==> src/rtl/core/battery_voltage_window_monitor_macros.svh <==
// Assertion macros shared by the monitor RTL.
// Both macros sample on clk and are disabled while rst_n is low.
`ifndef BATTERY_VOLTAGE_WINDOW_MONITOR_MACROS_SVH
`define BATTERY_VOLTAGE_WINDOW_MONITOR_MACROS_SVH

`ifndef SYNTHESIS

// Check that a condition holds at every clock edge.
`define BVWM_ASSERT(lbl, prop, msg) \
    lbl: assert property (@(posedge clk) disable iff (!rst_n) (prop)) else $error(msg);

// Check that a cause is followed by an effect in the next cycle.
`define BVWM_ASSERT_NEXT(lbl, cause, effect, msg) \
    lbl: assert property (@(posedge clk) disable iff (!rst_n) (cause) |=> (effect)) \
        else $error(msg);

`else

`define BVWM_ASSERT(lbl, prop, msg)
`define BVWM_ASSERT_NEXT(lbl, cause, effect, msg)

`endif

`endif

==> src/rtl/core/bvwm_pkg.sv <==
`timescale 1ns / 1ps
`default_nettype none

package bvwm_pkg;

    // Field widths
    localparam int CODE_W     = 16;
    localparam int CFG_W      = 15;
    localparam int CFG_ADDR_W = 3;
    localparam int MV_W       = 14;
    localparam int LVL_W      = 3;
    localparam int RES_W      = 2;
    localparam int CNT_W      = 32;

    // Millivolt span of a full-scale code: 5 V reference times a divider of 3.
    localparam int MV_SPAN = 15000;

    // Result codes
    localparam logic [RES_W-1:0] RES_OK        = 2'd0;
    localparam logic [RES_W-1:0] RES_ADC_FAULT = 2'd1;
    localparam logic [RES_W-1:0] RES_RANGE     = 2'd2;

    // Battery levels
    localparam logic [LVL_W-1:0] LVL_UNKNOWN  = 3'd0;
    localparam logic [LVL_W-1:0] LVL_CRITICAL = 3'd1;
    localparam logic [LVL_W-1:0] LVL_LOW      = 3'd2;
    localparam logic [LVL_W-1:0] LVL_NORMAL   = 3'd3;
    localparam logic [LVL_W-1:0] LVL_HIGH     = 3'd4;

    // Configuration register indexes
    localparam logic [CFG_ADDR_W-1:0] CFG_PLAUS_MIN = 3'd0;
    localparam logic [CFG_ADDR_W-1:0] CFG_PLAUS_MAX = 3'd1;
    localparam logic [CFG_ADDR_W-1:0] CFG_CRIT_BELOW = 3'd2;
    localparam logic [CFG_ADDR_W-1:0] CFG_LOW_BELOW = 3'd3;
    localparam logic [CFG_ADDR_W-1:0] CFG_NORM_UPTO = 3'd4;

    // Configuration reset values in millivolts
    localparam logic [CFG_W-1:0] RST_PLAUS_MIN  = 15'd8000;
    localparam logic [CFG_W-1:0] RST_PLAUS_MAX  = 15'd18000;
    localparam logic [CFG_W-1:0] RST_CRIT_BELOW = 15'd10500;
    localparam logic [CFG_W-1:0] RST_LOW_BELOW  = 15'd11500;
    localparam logic [CFG_W-1:0] RST_NORM_UPTO  = 15'd14000;

    // Threshold registers as seen by the evaluation stage
    typedef struct packed {
        logic [CFG_W-1:0] plausible_min_mv;
        logic [CFG_W-1:0] plausible_max_mv;
        logic [CFG_W-1:0] critical_below_mv;
        logic [CFG_W-1:0] low_below_mv;
        logic [CFG_W-1:0] normal_upto_mv;
    } cfg_t;

    // Converted sample passed from the conversion stage
    typedef struct packed {
        logic            fault;
        logic [MV_W-1:0] mv;
    } mid_t;

    // One result word
    typedef struct packed {
        logic [CNT_W-1:0] range_error_count;
        logic [CNT_W-1:0] fault_count;
        logic [CNT_W-1:0] level_change_count;
        logic [MV_W-1:0]  highest_mv;
        logic [MV_W-1:0]  lowest_mv;
        logic [CNT_W-1:0] valid_count;
        logic [LVL_W-1:0] battery_level;
        logic [MV_W-1:0]  voltage_mv;
        logic [RES_W-1:0] result_code;
    } result_t;

endpackage

`default_nettype wire

==> src/rtl/core/bvwm_conv.sv <==
`timescale 1ns / 1ps
`default_nettype none

// Input register, fault check and code-to-millivolt scaling.
// The scaling floor(code * 15000 / (2^ADC_BITS - 1)) is done as a multiply by
// a rounded-up reciprocal with 2*ADC_BITS fraction bits, which is exact for
// every code up to full scale.
module bvwm_conv
    import bvwm_pkg::*;
#(
    parameter int ADC_BITS = 12
)
(
    input  wire logic              clk,
    input  wire logic              rst_n,
    input  wire logic              in_valid,
    output logic                   in_ready,
    input  wire logic [CODE_W-1:0] in_code,
    output logic                   mid_valid,
    input  wire logic              mid_ready,
    output mid_t                   mid
);

    localparam logic [63:0] FULL_64 = (64'd1 << ADC_BITS) - 64'd1;
    localparam logic [63:0] RECIP_64 =
        ((64'(MV_SPAN) << (2 * ADC_BITS)) + FULL_64 - 64'd1) / FULL_64;
    localparam int RECIP_W = ADC_BITS + 15;
    localparam int PROD_W  = CODE_W + RECIP_W;
    localparam int FRAC_W  = 2 * ADC_BITS;
    localparam logic [RECIP_W-1:0] RECIP     = RECIP_64[RECIP_W-1:0];
    localparam logic [CODE_W-1:0]  FULL_CODE = FULL_64[CODE_W-1:0];

    logic              code_valid_reg;
    logic [CODE_W-1:0] code_reg;
    logic              mid_valid_reg;
    mid_t              mid_reg;
    mid_t              mid_next;
    logic              mid_take;
    logic [PROD_W-1:0] product;

    // Second stage can load when empty or when its word leaves.
    assign mid_take = !mid_valid_reg || mid_ready;
    assign in_ready = !code_valid_reg || mid_take;

    // Input register
    always_ff @(posedge clk or negedge rst_n)
    begin
        if (!rst_n)
        begin
            code_valid_reg <= 1'b0;
        end
        else if (in_ready)
        begin
            code_valid_reg <= in_valid;
        end
    end

    always_ff @(posedge clk)
    begin
        if (in_ready && in_valid)
        begin
            code_reg <= in_code;
        end
    end

    // Reciprocal multiply and fault detection
    always_comb
    begin
        product        = PROD_W'(code_reg) * PROD_W'(RECIP);
        mid_next.fault = code_reg > FULL_CODE;
        mid_next.mv    = product[FRAC_W +: MV_W];
    end

    // Converted sample register
    always_ff @(posedge clk or negedge rst_n)
    begin
        if (!rst_n)
        begin
            mid_valid_reg <= 1'b0;
        end
        else if (mid_take)
        begin
            mid_valid_reg <= code_valid_reg;
        end
    end

    always_ff @(posedge clk)
    begin
        if (mid_take && code_valid_reg)
        begin
            mid_reg <= mid_next;
        end
    end

    assign mid_valid = mid_valid_reg;
    assign mid       = mid_reg;

endmodule

`default_nettype wire

==> src/rtl/core/bvwm_eval.sv <==
`timescale 1ns / 1ps
`default_nettype none

// Window check, level classification, running statistics and result register.
module bvwm_eval
    import bvwm_pkg::*;
(
    input  wire logic clk,
    input  wire logic rst_n,
    input  wire cfg_t cfg,
    input  wire logic mid_valid,
    output logic      mid_ready,
    input  wire mid_t mid,
    output logic      out_valid,
    input  wire logic out_ready,
    output result_t   out_word
);

    logic             out_valid_reg;
    result_t          out_reg;
    result_t          out_next;
    logic             take;

    logic [CNT_W-1:0] valid_total_reg;
    logic [CNT_W-1:0] valid_total_next;
    logic [MV_W-1:0]  min_seen_reg;
    logic [MV_W-1:0]  min_seen_next;
    logic [MV_W-1:0]  max_seen_reg;
    logic [MV_W-1:0]  max_seen_next;
    logic [LVL_W-1:0] last_level_reg;
    logic [LVL_W-1:0] last_level_next;
    logic [CNT_W-1:0] changes_total_reg;
    logic [CNT_W-1:0] changes_total_next;
    logic [CNT_W-1:0] faults_total_reg;
    logic [CNT_W-1:0] faults_total_next;
    logic [CNT_W-1:0] range_total_reg;
    logic [CNT_W-1:0] range_total_next;

    logic [CFG_W-1:0] mv_wide;
    logic             out_of_window;
    logic             first;
    logic [LVL_W-1:0] level;
    logic [RES_W-1:0] result;

    assign mid_ready = !out_valid_reg || out_ready;
    assign take      = mid_valid && mid_ready;

    // Classification in the order critical, low, normal, high
    always_comb
    begin
        mv_wide       = CFG_W'(mid.mv);
        out_of_window = (mv_wide < cfg.plausible_min_mv) || (mv_wide > cfg.plausible_max_mv);
        first         = valid_total_reg == '0;
        priority if (mv_wide < cfg.critical_below_mv)
        begin
            level = LVL_CRITICAL;
        end
        else if (mv_wide < cfg.low_below_mv)
        begin
            level = LVL_LOW;
        end
        else if (mv_wide <= cfg.normal_upto_mv)
        begin
            level = LVL_NORMAL;
        end
        else
        begin
            level = LVL_HIGH;
        end
    end

    // Statistics update for the word entering the result register
    always_comb
    begin
        valid_total_next   = valid_total_reg;
        min_seen_next      = min_seen_reg;
        max_seen_next      = max_seen_reg;
        last_level_next    = last_level_reg;
        changes_total_next = changes_total_reg;
        faults_total_next  = faults_total_reg;
        range_total_next   = range_total_reg;
        result             = RES_OK;

        priority if (mid.fault)
        begin
            result            = RES_ADC_FAULT;
            faults_total_next = faults_total_reg + 1'b1;
        end
        else if (out_of_window)
        begin
            result           = RES_RANGE;
            range_total_next = range_total_reg + 1'b1;
        end
        else
        begin
            valid_total_next = valid_total_reg + 1'b1;
            if (first || (mid.mv < min_seen_reg))
            begin
                min_seen_next = mid.mv;
            end
            if (first || (mid.mv > max_seen_reg))
            begin
                max_seen_next = mid.mv;
            end
            if (level != last_level_reg)
            begin
                changes_total_next = changes_total_reg + 1'b1;
            end
            last_level_next = level;
        end

        out_next.result_code        = result;
        out_next.voltage_mv         = (result == RES_OK) ? mid.mv : '0;
        out_next.battery_level      = (result == RES_OK) ? level : LVL_UNKNOWN;
        out_next.valid_count        = valid_total_next;
        out_next.lowest_mv          = min_seen_next;
        out_next.highest_mv         = max_seen_next;
        out_next.level_change_count = changes_total_next;
        out_next.fault_count        = faults_total_next;
        out_next.range_error_count  = range_total_next;
    end

    // Running state
    always_ff @(posedge clk or negedge rst_n)
    begin
        if (!rst_n)
        begin
            valid_total_reg   <= '0;
            min_seen_reg      <= '0;
            max_seen_reg      <= '0;
            last_level_reg    <= LVL_UNKNOWN;
            changes_total_reg <= '0;
            faults_total_reg  <= '0;
            range_total_reg   <= '0;
        end
        else if (take)
        begin
            valid_total_reg   <= valid_total_next;
            min_seen_reg      <= min_seen_next;
            max_seen_reg      <= max_seen_next;
            last_level_reg    <= last_level_next;
            changes_total_reg <= changes_total_next;
            faults_total_reg  <= faults_total_next;
            range_total_reg   <= range_total_next;
        end
    end

    // Result register
    always_ff @(posedge clk or negedge rst_n)
    begin
        if (!rst_n)
        begin
            out_valid_reg <= 1'b0;
        end
        else if (mid_ready)
        begin
            out_valid_reg <= mid_valid;
        end
    end

    always_ff @(posedge clk)
    begin
        if (take)
        begin
            out_reg <= out_next;
        end
    end

    assign out_valid = out_valid_reg;
    assign out_word  = out_reg;

endmodule

`default_nettype wire

==> src/rtl/core/battery_voltage_window_monitor.sv <==
// Pipeline: a word accepted on the slave side passes the input register, the scaling
// register and the result register in that order before it reaches the master side.
// Throughput: one word per cycle unless m_axis_tready stalls it; the single reciprocal
// multiplier sits alone between the input register and the scaling register.
// Reset: rst_n is asynchronous and active low; it empties the pipeline, zeroes
// all counters, minimum, maximum and last level, and loads the default thresholds.
`timescale 1ns / 1ps
`default_nettype none

`include "battery_voltage_window_monitor_macros.svh"

module battery_voltage_window_monitor
    import bvwm_pkg::*;
#(
    parameter int ADC_BITS = 12
)
(
    input  wire logic                  clk,
    input  wire logic                  rst_n,
    // Input word: adc_code [15:0]
    input  wire logic                  s_axis_tvalid,
    output logic                       s_axis_tready,
    input  wire logic [15:0]           s_axis_tdata,
    // Result word, from bit 0 up: result_code [1:0], voltage_mv [15:2],
    // battery_level [18:16], valid_count [50:19], lowest_mv [64:51],
    // highest_mv [78:65], level_change_count [110:79], fault_count [142:111],
    // range_error_count [174:143], zero pad [175]
    output logic                       m_axis_tvalid,
    input  wire logic                  m_axis_tready,
    output logic [175:0]               m_axis_tdata,
    // Threshold register writes
    input  wire logic                  cfg_we,
    input  wire logic [CFG_ADDR_W-1:0] cfg_addr,
    input  wire logic [CFG_W-1:0]      cfg_wdata
);

    cfg_t    cfg_reg;
    logic    mid_valid;
    logic    mid_ready;
    mid_t    mid;
    result_t out_word;

    // Threshold registers
    always_ff @(posedge clk or negedge rst_n)
    begin
        if (!rst_n)
        begin
            cfg_reg.plausible_min_mv  <= RST_PLAUS_MIN;
            cfg_reg.plausible_max_mv  <= RST_PLAUS_MAX;
            cfg_reg.critical_below_mv <= RST_CRIT_BELOW;
            cfg_reg.low_below_mv      <= RST_LOW_BELOW;
            cfg_reg.normal_upto_mv    <= RST_NORM_UPTO;
        end
        else if (cfg_we)
        begin
            unique case (cfg_addr)
                CFG_PLAUS_MIN:  cfg_reg.plausible_min_mv  <= cfg_wdata;
                CFG_PLAUS_MAX:  cfg_reg.plausible_max_mv  <= cfg_wdata;
                CFG_CRIT_BELOW: cfg_reg.critical_below_mv <= cfg_wdata;
                CFG_LOW_BELOW:  cfg_reg.low_below_mv      <= cfg_wdata;
                CFG_NORM_UPTO:  cfg_reg.normal_upto_mv    <= cfg_wdata;
                default:        cfg_reg                   <= cfg_reg;
            endcase
        end
    end

    // Conversion stages
    bvwm_conv #(
        .ADC_BITS (ADC_BITS)
    ) u_conv (
        .clk       (clk),
        .rst_n     (rst_n),
        .in_valid  (s_axis_tvalid),
        .in_ready  (s_axis_tready),
        .in_code   (s_axis_tdata),
        .mid_valid (mid_valid),
        .mid_ready (mid_ready),
        .mid       (mid)
    );

    // Evaluation and result register
    bvwm_eval u_eval (
        .clk       (clk),
        .rst_n     (rst_n),
        .cfg       (cfg_reg),
        .mid_valid (mid_valid),
        .mid_ready (mid_ready),
        .mid       (mid),
        .out_valid (m_axis_tvalid),
        .out_ready (m_axis_tready),
        .out_word  (out_word)
    );

    // Pack the result word, pad bit on top.
    assign m_axis_tdata = {1'b0, out_word};

    // A good reading always lies between the tracked extremes.
    `BVWM_ASSERT(a_ok_within_extremes,
        !m_axis_tvalid || (out_word.result_code != RES_OK) ||
        ((out_word.lowest_mv <= out_word.voltage_mv) &&
         (out_word.voltage_mv <= out_word.highest_mv)),
        "valid reading outside lowest/highest")

    // A rejected reading carries no voltage and an unknown level.
    `BVWM_ASSERT(a_error_blank,
        !m_axis_tvalid || (out_word.result_code == RES_OK) ||
        ((out_word.voltage_mv == '0) && (out_word.battery_level == LVL_UNKNOWN)),
        "error result with voltage or level")

    // An empty result register means the pipeline can take input.
    `BVWM_ASSERT(a_no_stall_when_empty,
        m_axis_tvalid || s_axis_tready,
        "input stalled with empty result register")

    // A stalled scaled sample is held.
    `BVWM_ASSERT_NEXT(a_mid_hold,
        mid_valid && !mid_ready,
        mid_valid && $stable(mid),
        "scaled sample lost while stalled")

endmodule

`default_nettype wire
==> config.mk <==
export PLATFORM = sky130hd
export DESIGN_NAME = battery_voltage_window_monitor
export DESIGN_NICKNAME = d
export VERILOG_FILES = /design/src/rtl/core/bvwm_pkg.sv /design/src/rtl/core/bvwm_conv.sv /design/src/rtl/core/bvwm_eval.sv /design/src/rtl/core/battery_voltage_window_monitor.sv
export VERILOG_INCLUDE_DIRS = /design/src /design/src/rtl/core
export SDC_FILE = /design/constraint.sdc
export NUM_CORES = 1
export LEC_CHECK = 0
export BUFFER_PORTS_ARGS = -buffer_cell sky130_fd_sc_hd__buf_2
export CAP_MARGIN = 5
export CORE_ASPECT_RATIO = 0.5
export CORE_UTILIZATION = 45
export DETAILED_ROUTE_END_ITERATION = 8
export PLACE_DENSITY = 0.73
export SLEW_MARGIN = 5
export SYNTH_ARGS = -nofsm -noshare
export SYNTH_HDL_FRONTEND = slang
export SYNTH_SLANG_ARGS = --single-unit
==> constraint.sdc <==
create_clock -name clk -period 9.8 [get_ports clk]
set_input_delay 1.96 -clock clk [delete_from_list [all_inputs] [get_ports clk]]
set_output_delay 1.96 -clock clk [all_outputs]
set_load 0.02 [all_outputs]
==> results of run 1 <==
[power groups by stage]
stage	sequential (mW)	combinational [mW]	clock [mW]
final	2.64	4.38	1.77
after global routing	2.67	4.98	1.88
after CTS	2.65	4.40	1.81
after detailed placement	2.68	4.36	0
after global placement	2.67	4.16	0
after floorplan	2.71	3.13	0
[per-layer routing]
layer	vias up	GRT usage, %
met3	91	2.975
met5	-	0
met2	332	36.73
met4	0	5.162
met1	8690	25.43
li1	8368	-
[layout make-up]
type                    count  area [um2]
clock buffers              47        1111
clock inverters            33       384.1
fillers                  5020       27800
inverters                 352        1329
multi-input cells        1547       13070
flip-flops and latches    443       12150
well taps                 768       960.9
repair buffers            233        1221
[through the flow]
step / hold slack (ps) / utilization [%] / setup slack [ps] / cells / total power, mW
floorplan: 427.7 / - / 1714 / 2403 / 5.842
global placement: 456.3 / 49.51 / 3143 / 3343 / 6.839
detailed placement: 461.1 / 49.51 / 2983 / 3343 / 7.041
CTS: 475.9 / 52.09 / 2954 / 3423 / 8.857
global route: 510.4 / 52.09 / 2617 / 3423 / 9.537
finish: 475.9 / 52.09 / 2908 / 3423 / 8.799
[worst max path at each step]
stage	slack, ps	depth (start not counted)	to
6_report	2910	21	u_conv.mid[8]
5_1_grt	2620	21	u_conv.mid[8]
4_1_cts	2950	21	u_conv.mid[8]
3_5_place_dp	2980	21	u_conv.mid[8]
3_3_place_gp	3140	21	u_conv.mid[8]
2_1_floorplan	1710	6	u_eval.faults_total_reg[12]
[synthesized netlist by cell type (all sizes together), types with 57 or more instances]
cell	count
dfrtp	207
edfxtp	206
fa	141
ha	228
inv	351
mux2	57
nand2	214
nand3	74
nor2	131
o21ai	108
xnor2	171
xor2	95
[placed cells by master, fill, tap and decap left out, types with 34 or more instances in the layout]
cell / n
edfxtp_1: 206
xor2_1: 95
dfrtp_1: 207
buf_2: 214
nand2b_1: 36
ha_1: 228
and3_1: 34
nand2_1: 214
xnor2_1: 171
a21oi_1: 42
inv_1: 350
fa_1: 141
nand4_1: 47
nor2_1: 128
clkbuf_16: 43
mux2_2: 56
o21ai_0: 107
nand3_1: 73
[logic make-up (layout without fill, tap and decap cells)]
kind of cell	Yosys count	count (layout)	synth area share [%]
and+or+nand+nor	641	641	11.66
DFF	443	443	45.44
buffers and inverters	413	665	5.913
adders and majority gates	369	369	21.22
xor gates and xnor gates	266	266	8.711
AOI/OAI and AO/OA	213	213	4.641
muxes	57	57	2.400
other	1	1	0.01402
==> results_dict.tcl, run 1 <==
set metrics [dict create \
    final_area_um2 30230 \
    initial_core_util_pct 46.09 \
    clock_power_share_pct 20.2 \
    max-vdd-ir-drop_uv 279.9 \
    layout.nets 3028 \
    p_seq_share_pct 30.0 \
    largest_reg_flops 175 \
    relSlewSlack_pct 36.97 \
    switchingPower_mw 3.548 \
    die_width_um 346.8 \
    yosysWarningCount 0 \
    combPwrFrac_pct 49.8 \
    die_h_um 174.4 \
    met2_length_um 31350 \
    htreeDepth 2 \
    finalHoldViolations 0 \
    synth-seq-area-share_pct 45.44 \
    cp-end-kind "flop" \
    cts_resized 0 \
    critPathMaxStageDelay_ps 640 \
    first_global_vias 17890 \
    path_class "flop to flop" \
    status "finished, final reports clean" \
    antenna_cells 0 \
    r2r_end "u_conv.mid[8]" \
    vias 17480 \
    first_pass_iters 5 \
    final_max_slew_viol_count 0 \
    p_int_mw 5.251 \
    grt_pass1_wl_um 96360 \
    cp_max_fo 6 \
    hold_buffers 0 \
    drc 0 \
    period_share_pct 70.33 \
    hold_path_class "flop to flop" \
    io_buffers 215 \
    dr.max_layer_used "met4" \
    synth_top_area_share_pct 23.13 \
    leakage_nw 13.98 \
    cpMostUsedCell "fa_1" \
    tightestPinTransition_ps 945.4 \
    layout-drive-gt1-share_pct 15.63 \
    powerDensity_nw_per_um2 291.1 \
    drt_iter0_drc 846 \
    place_area_um2 28730 \
    worstPathArrival_ps 7200 \
    area_growth_pct 13.01 \
    worstHoldStart "u_conv.code_valid_reg" \
    netlist_area_um2 26750 \
    root_buffer "clkbuf_16" \
    antenna_left 0 \
    final.setup.tns_ps 0 \
    antenna_found_initial 0 \
    avgSynthCellArea_um2 11.13 \
    synth_flop_cell "dfrtp_1" \
    synth-edff-count 206 \
    grt_overflow 0 \
    synthCells 2403 \
    cts.sinks 443 \
    period_minus_slack_ps 6892 \
    setup_viol 0 \
    routedWlPerCell_um 17.76 \
    gp_congestion 0.9075 \
    viasPerCell 5.107 \
    cp-start-kind "flop" \
    grt_max_degree 120 \
    cp.required_ps 10110 \
    wl_met3_um 2366 \
    die-area_um2 60470 \
    boundaryPins 217 \
    clock_latency_ps 580 \
    reg2reg_depth 21 \
    yosys.area.top_type "edfxtp_1" \
    dp_hpwl_um 45110 \
    holdPathStages 1 \
    cp_top_family "adder cells" \
    hold_path_end "u_conv.mid_valid" \
    drt_wl_total_um 60810 \
    clkSlewWorstSetupHoldPaths_ps 60 \
    r2r-start "u_conv.code_reg[13]" \
    post_cts_buffers 0 \
    crit_buf_inv 4 \
    rrSetupSlack_ps 2910 \
    cap_violations 0 \
    switching_share_pct 40.32 \
    clock_skew_ps 15.21 \
    cts_tree "yes" \
    row_count 62 \
    async_reset_ff_share_pct 53.50 \
    crit_path_top_delay_cell "fa_1" \
    synth_cell_types 66 \
    synth_top_cells_by_area "edfxtp_1 23%, dfrtp_1 19%, ha_1 11%" \
    syn_nets 2811 \
    grt_use_total_pct 20.30 \
    core-area_um2 58030 \
    cts-buffers-inserted 43 \
    met1Wirelength_um 25590 \
    path_cells "fa_1 > inv_1 > fa_1 > inv_1 > fa_1 > fa_1 > fa_1 > inv_1 > fa_1 > inv_1 > ha_1 > a211o_1 > a31oi_1 > o31ai_1 > o211ai_1 > a31oi_1 > a31o_2 > or2_2 > a21o_1 > a21oi_1 > xnor2_1" \
    cts_max_path_buffers 3 \
    rsz0062_at_grt "no" \
    synth_seq_cells 443 \
    cp-startpoint "u_conv.code_reg[13]" \
    max_clock_freq_ghz 0.1451 \
]
(Power assumes the default switching activity.)
==> run 2: changes to the inputs <==
clock period = 6.76 ns   (was 9.8 ns; I/O delays follow)
==> run 2 against run 1 <==
Flip-flop and latch count stayed put. Register-to-register slack worse by 2700 ps. Sequential power is 46% higher. Largest cell class unchanged. Clock power is 40% higher. Via count is 0.29% lower. Cell count is 0.23% higher. Final area hardly changed. Critical endpoint unchanged. Critical path depth stayed put. Utilization hardly changed. Largest power group unchanged. Critical path type unchanged.
==> results_dict.tcl, run 2 (synthesized netlist as in run 1, its figures left out) <==
set metrics [dict create \
    cp-startpoint "u_conv.code_reg[15]" \
    powerDensity_nw_per_um2 418.9 \
    final_cell_mix "350 x inv_1, 228 x ha_1, 214 x nand2_1, 214 x buf_2, 207 x dfrtp_1" \
    cts.sinks 443 \
    core-area_um2 58030 \
    cts_max_path_buffers 3 \
    grtUsageMet1_pct 25.68 \
    die-area_um2 60470 \
    area_growth_pct 13.06 \
    drc 0 \
    p_int_mw 7.585 \
    drt_wl_total_um 60540 \
    initial_core_util_pct 46.09 \
    critPathMaxStageDelay_ps 570 \
    combPwrFrac_pct 50.0 \
    cp-end-kind "flop" \
    stdcell_count 3431 \
    row_count 62 \
    drt_iter0_drc 994 \
    first_global_vias 18040 \
    root_buffer "clkbuf_16" \
    grt_pass1_wl_um 96370 \
    antenna_left 0 \
    holdPathStages 1 \
    crit_path_top_delay_cell "fa_1" \
    grt_use_total_pct 20.22 \
    rrSetupSlack_ps 220 \
    largest_reg_flops 175 \
    clock_power_share_pct 19.6 \
    io_buffers 215 \
    p_seq_share_pct 30.4 \
    boundaryPins 217 \
    die_width_um 346.8 \
    setup_ws_ps 220.5 \
    antenna_found_initial 0 \
    cap_violations 0 \
    layout-drive-gt1-share_pct 15.73 \
    final_util_pct 52.11 \
    leakage_nw 14.02 \
    grt.busiest_layer "met2" \
    switching_share_pct 40.12 \
    layout.nets 3037 \
    clock_skew_ps 33.53 \
    htreeDepth 2 \
    placed_cells 3349 \
    setup_viol 0 \
    antenna_cells 0 \
    pre_cts_ws_ps 225.4 \
    tightestPinTransition_ps 922.5 \
    worstPathArrival_ps 6880 \
    routedWlPerCell_um 17.65 \
    cp_max_fo 4 \
    final_common_cell "inv_1" \
    hold_path_class "flop to flop" \
    max-vdd-ir-drop_uv 432.2 \
    clock_latency_ps 580 \
    clkSlewWorstSetupHoldPaths_ps 70 \
    reg2reg_depth 21 \
    vias 17430 \
    r2r_end "u_conv.mid[8]" \
    dp_hpwl_um 44520 \
    hold_path_end "u_conv.mid_valid" \
    r2r-start "u_conv.code_reg[15]" \
    path_class "flop to flop" \
    path_cells "fa_1 > inv_1 > fa_1 > inv_1 > fa_1 > fa_1 > fa_1 > inv_1 > fa_1 > inv_1 > ha_1 > a211o_1 > a31oi_1 > o31ai_1 > o211ai_1 > a31oi_1 > a31o_2 > or2_2 > a21o_1 > a21oi_1 > xnor2_1" \
    crit_buf_inv 4 \
    cts-buffers-inserted 42 \
    final_max_slew_viol_count 0 \
    viasPerCell 5.080 \
    met3_usage_pct 2.996 \
    first_pass_iters 8 \
    period_minus_slack_ps 6540 \
    met2_usage_pct 35.99 \
    max_clock_freq_ghz 0.1529 \
    status "finished, final reports clean" \
    cp.required_ps 7100 \
    cp_top_family "adder cells" \
    cp-start-kind "flop" \
    period_share_pct 96.74 \
    worstHoldStart "u_conv.code_valid_reg" \
    die_h_um 174.4 \
    cts_tree "yes" \
    grt_max_degree 124 \
    finalHoldViolations 0 \
    gp_congestion 0.9320 \
    relSlewSlack_pct 38.50 \
    cpMostUsedCell "fa_1" \
    switchingPower_mw 5.081 \
    grt_overflow 0 \
]
-- run 2: cell types whose count changed in the layout (fill, tap and decap cells not counted), moves of 3 or more --
cell	change
clkinv_4	+3
inv_6	-3
buf_4	+10
clkbuf_1	+3
clkinvlp_4	-4
-- run 2: repair_timing --
item | CTS | global route
hold buffers | 0 | 0
gates resized for setup | 0 | 0
buffers inserted | 0 | 4
endpoints found under the setup margin | 0 | 1
-- run 2: final cells by class --
class	count	area [um2]
inverters	352	1329
flip-flops and latches	443	12150
repair buffers	243	1296
clock inverters	28	320.3
clock buffers	50	1111
multi-input cells	1547	13070
well taps	768	960.9
fillers	5056	27790
-- run 2: worst max path at each step --
stage                    endpoint  depth (start not counted)
floorplan           u_conv.mid[8]                         21
global placement    u_conv.mid[8]                         21
detailed placement  u_conv.mid[8]                         21
CTS                 u_conv.mid[8]                         21
global route        u_conv.mid[8]                         21
finish              u_conv.mid[8]                         21
-- run 2: through the flow --
step,hold WS (ps),TNS [ps],power (mW),area (um2)
after floorplan,427.7,0,8.457,26750
after global placement,456.9,0,9.990,28780
after detailed placement,471.1,0,10.19,28780
after CTS,486.0,0,12.76,30210
after global routing,518.9,-47.08,13.80,30240
final,488.3,0,12.67,30240
-- run 2: power groups by stage --
stage / registers, mW / logic [mW] / clock network, mW
after detailed placement: 3.90 / 6.29 / 0
after CTS: 3.85 / 6.37 / 2.54
final: 3.85 / 6.33 / 2.48
after floorplan: 3.92 / 4.54 / 0
after global placement: 3.89 / 6.10 / 0
after global routing: 3.89 / 7.26 / 2.65
-- run 2: metal layers --
layer / share of wire, % / vias up
met4: 2.5 / 0
met3: 4.2 / 94
met1: 43 / 8586
li1: - / 8391
met2: 51 / 360
met5: 0 / -
-- run 2: worst reg2reg max path, cell delays in order (launching register included) --
cell      delay [ps]
edfxtp_1         450
fa_1             570
inv_1             70
fa_1             530
inv_1             70
fa_1             500
fa_1             530
fa_1             540
inv_1             50
fa_1             530
inv_1             40
ha_1             320
a211o_1          260
a31oi_1          150
o31ai_1          120
o211ai_1         320
a31oi_1          170
a31o_2           280
or2_2            310
a21o_1           220
a21oi_1          200
xnor2_1           80
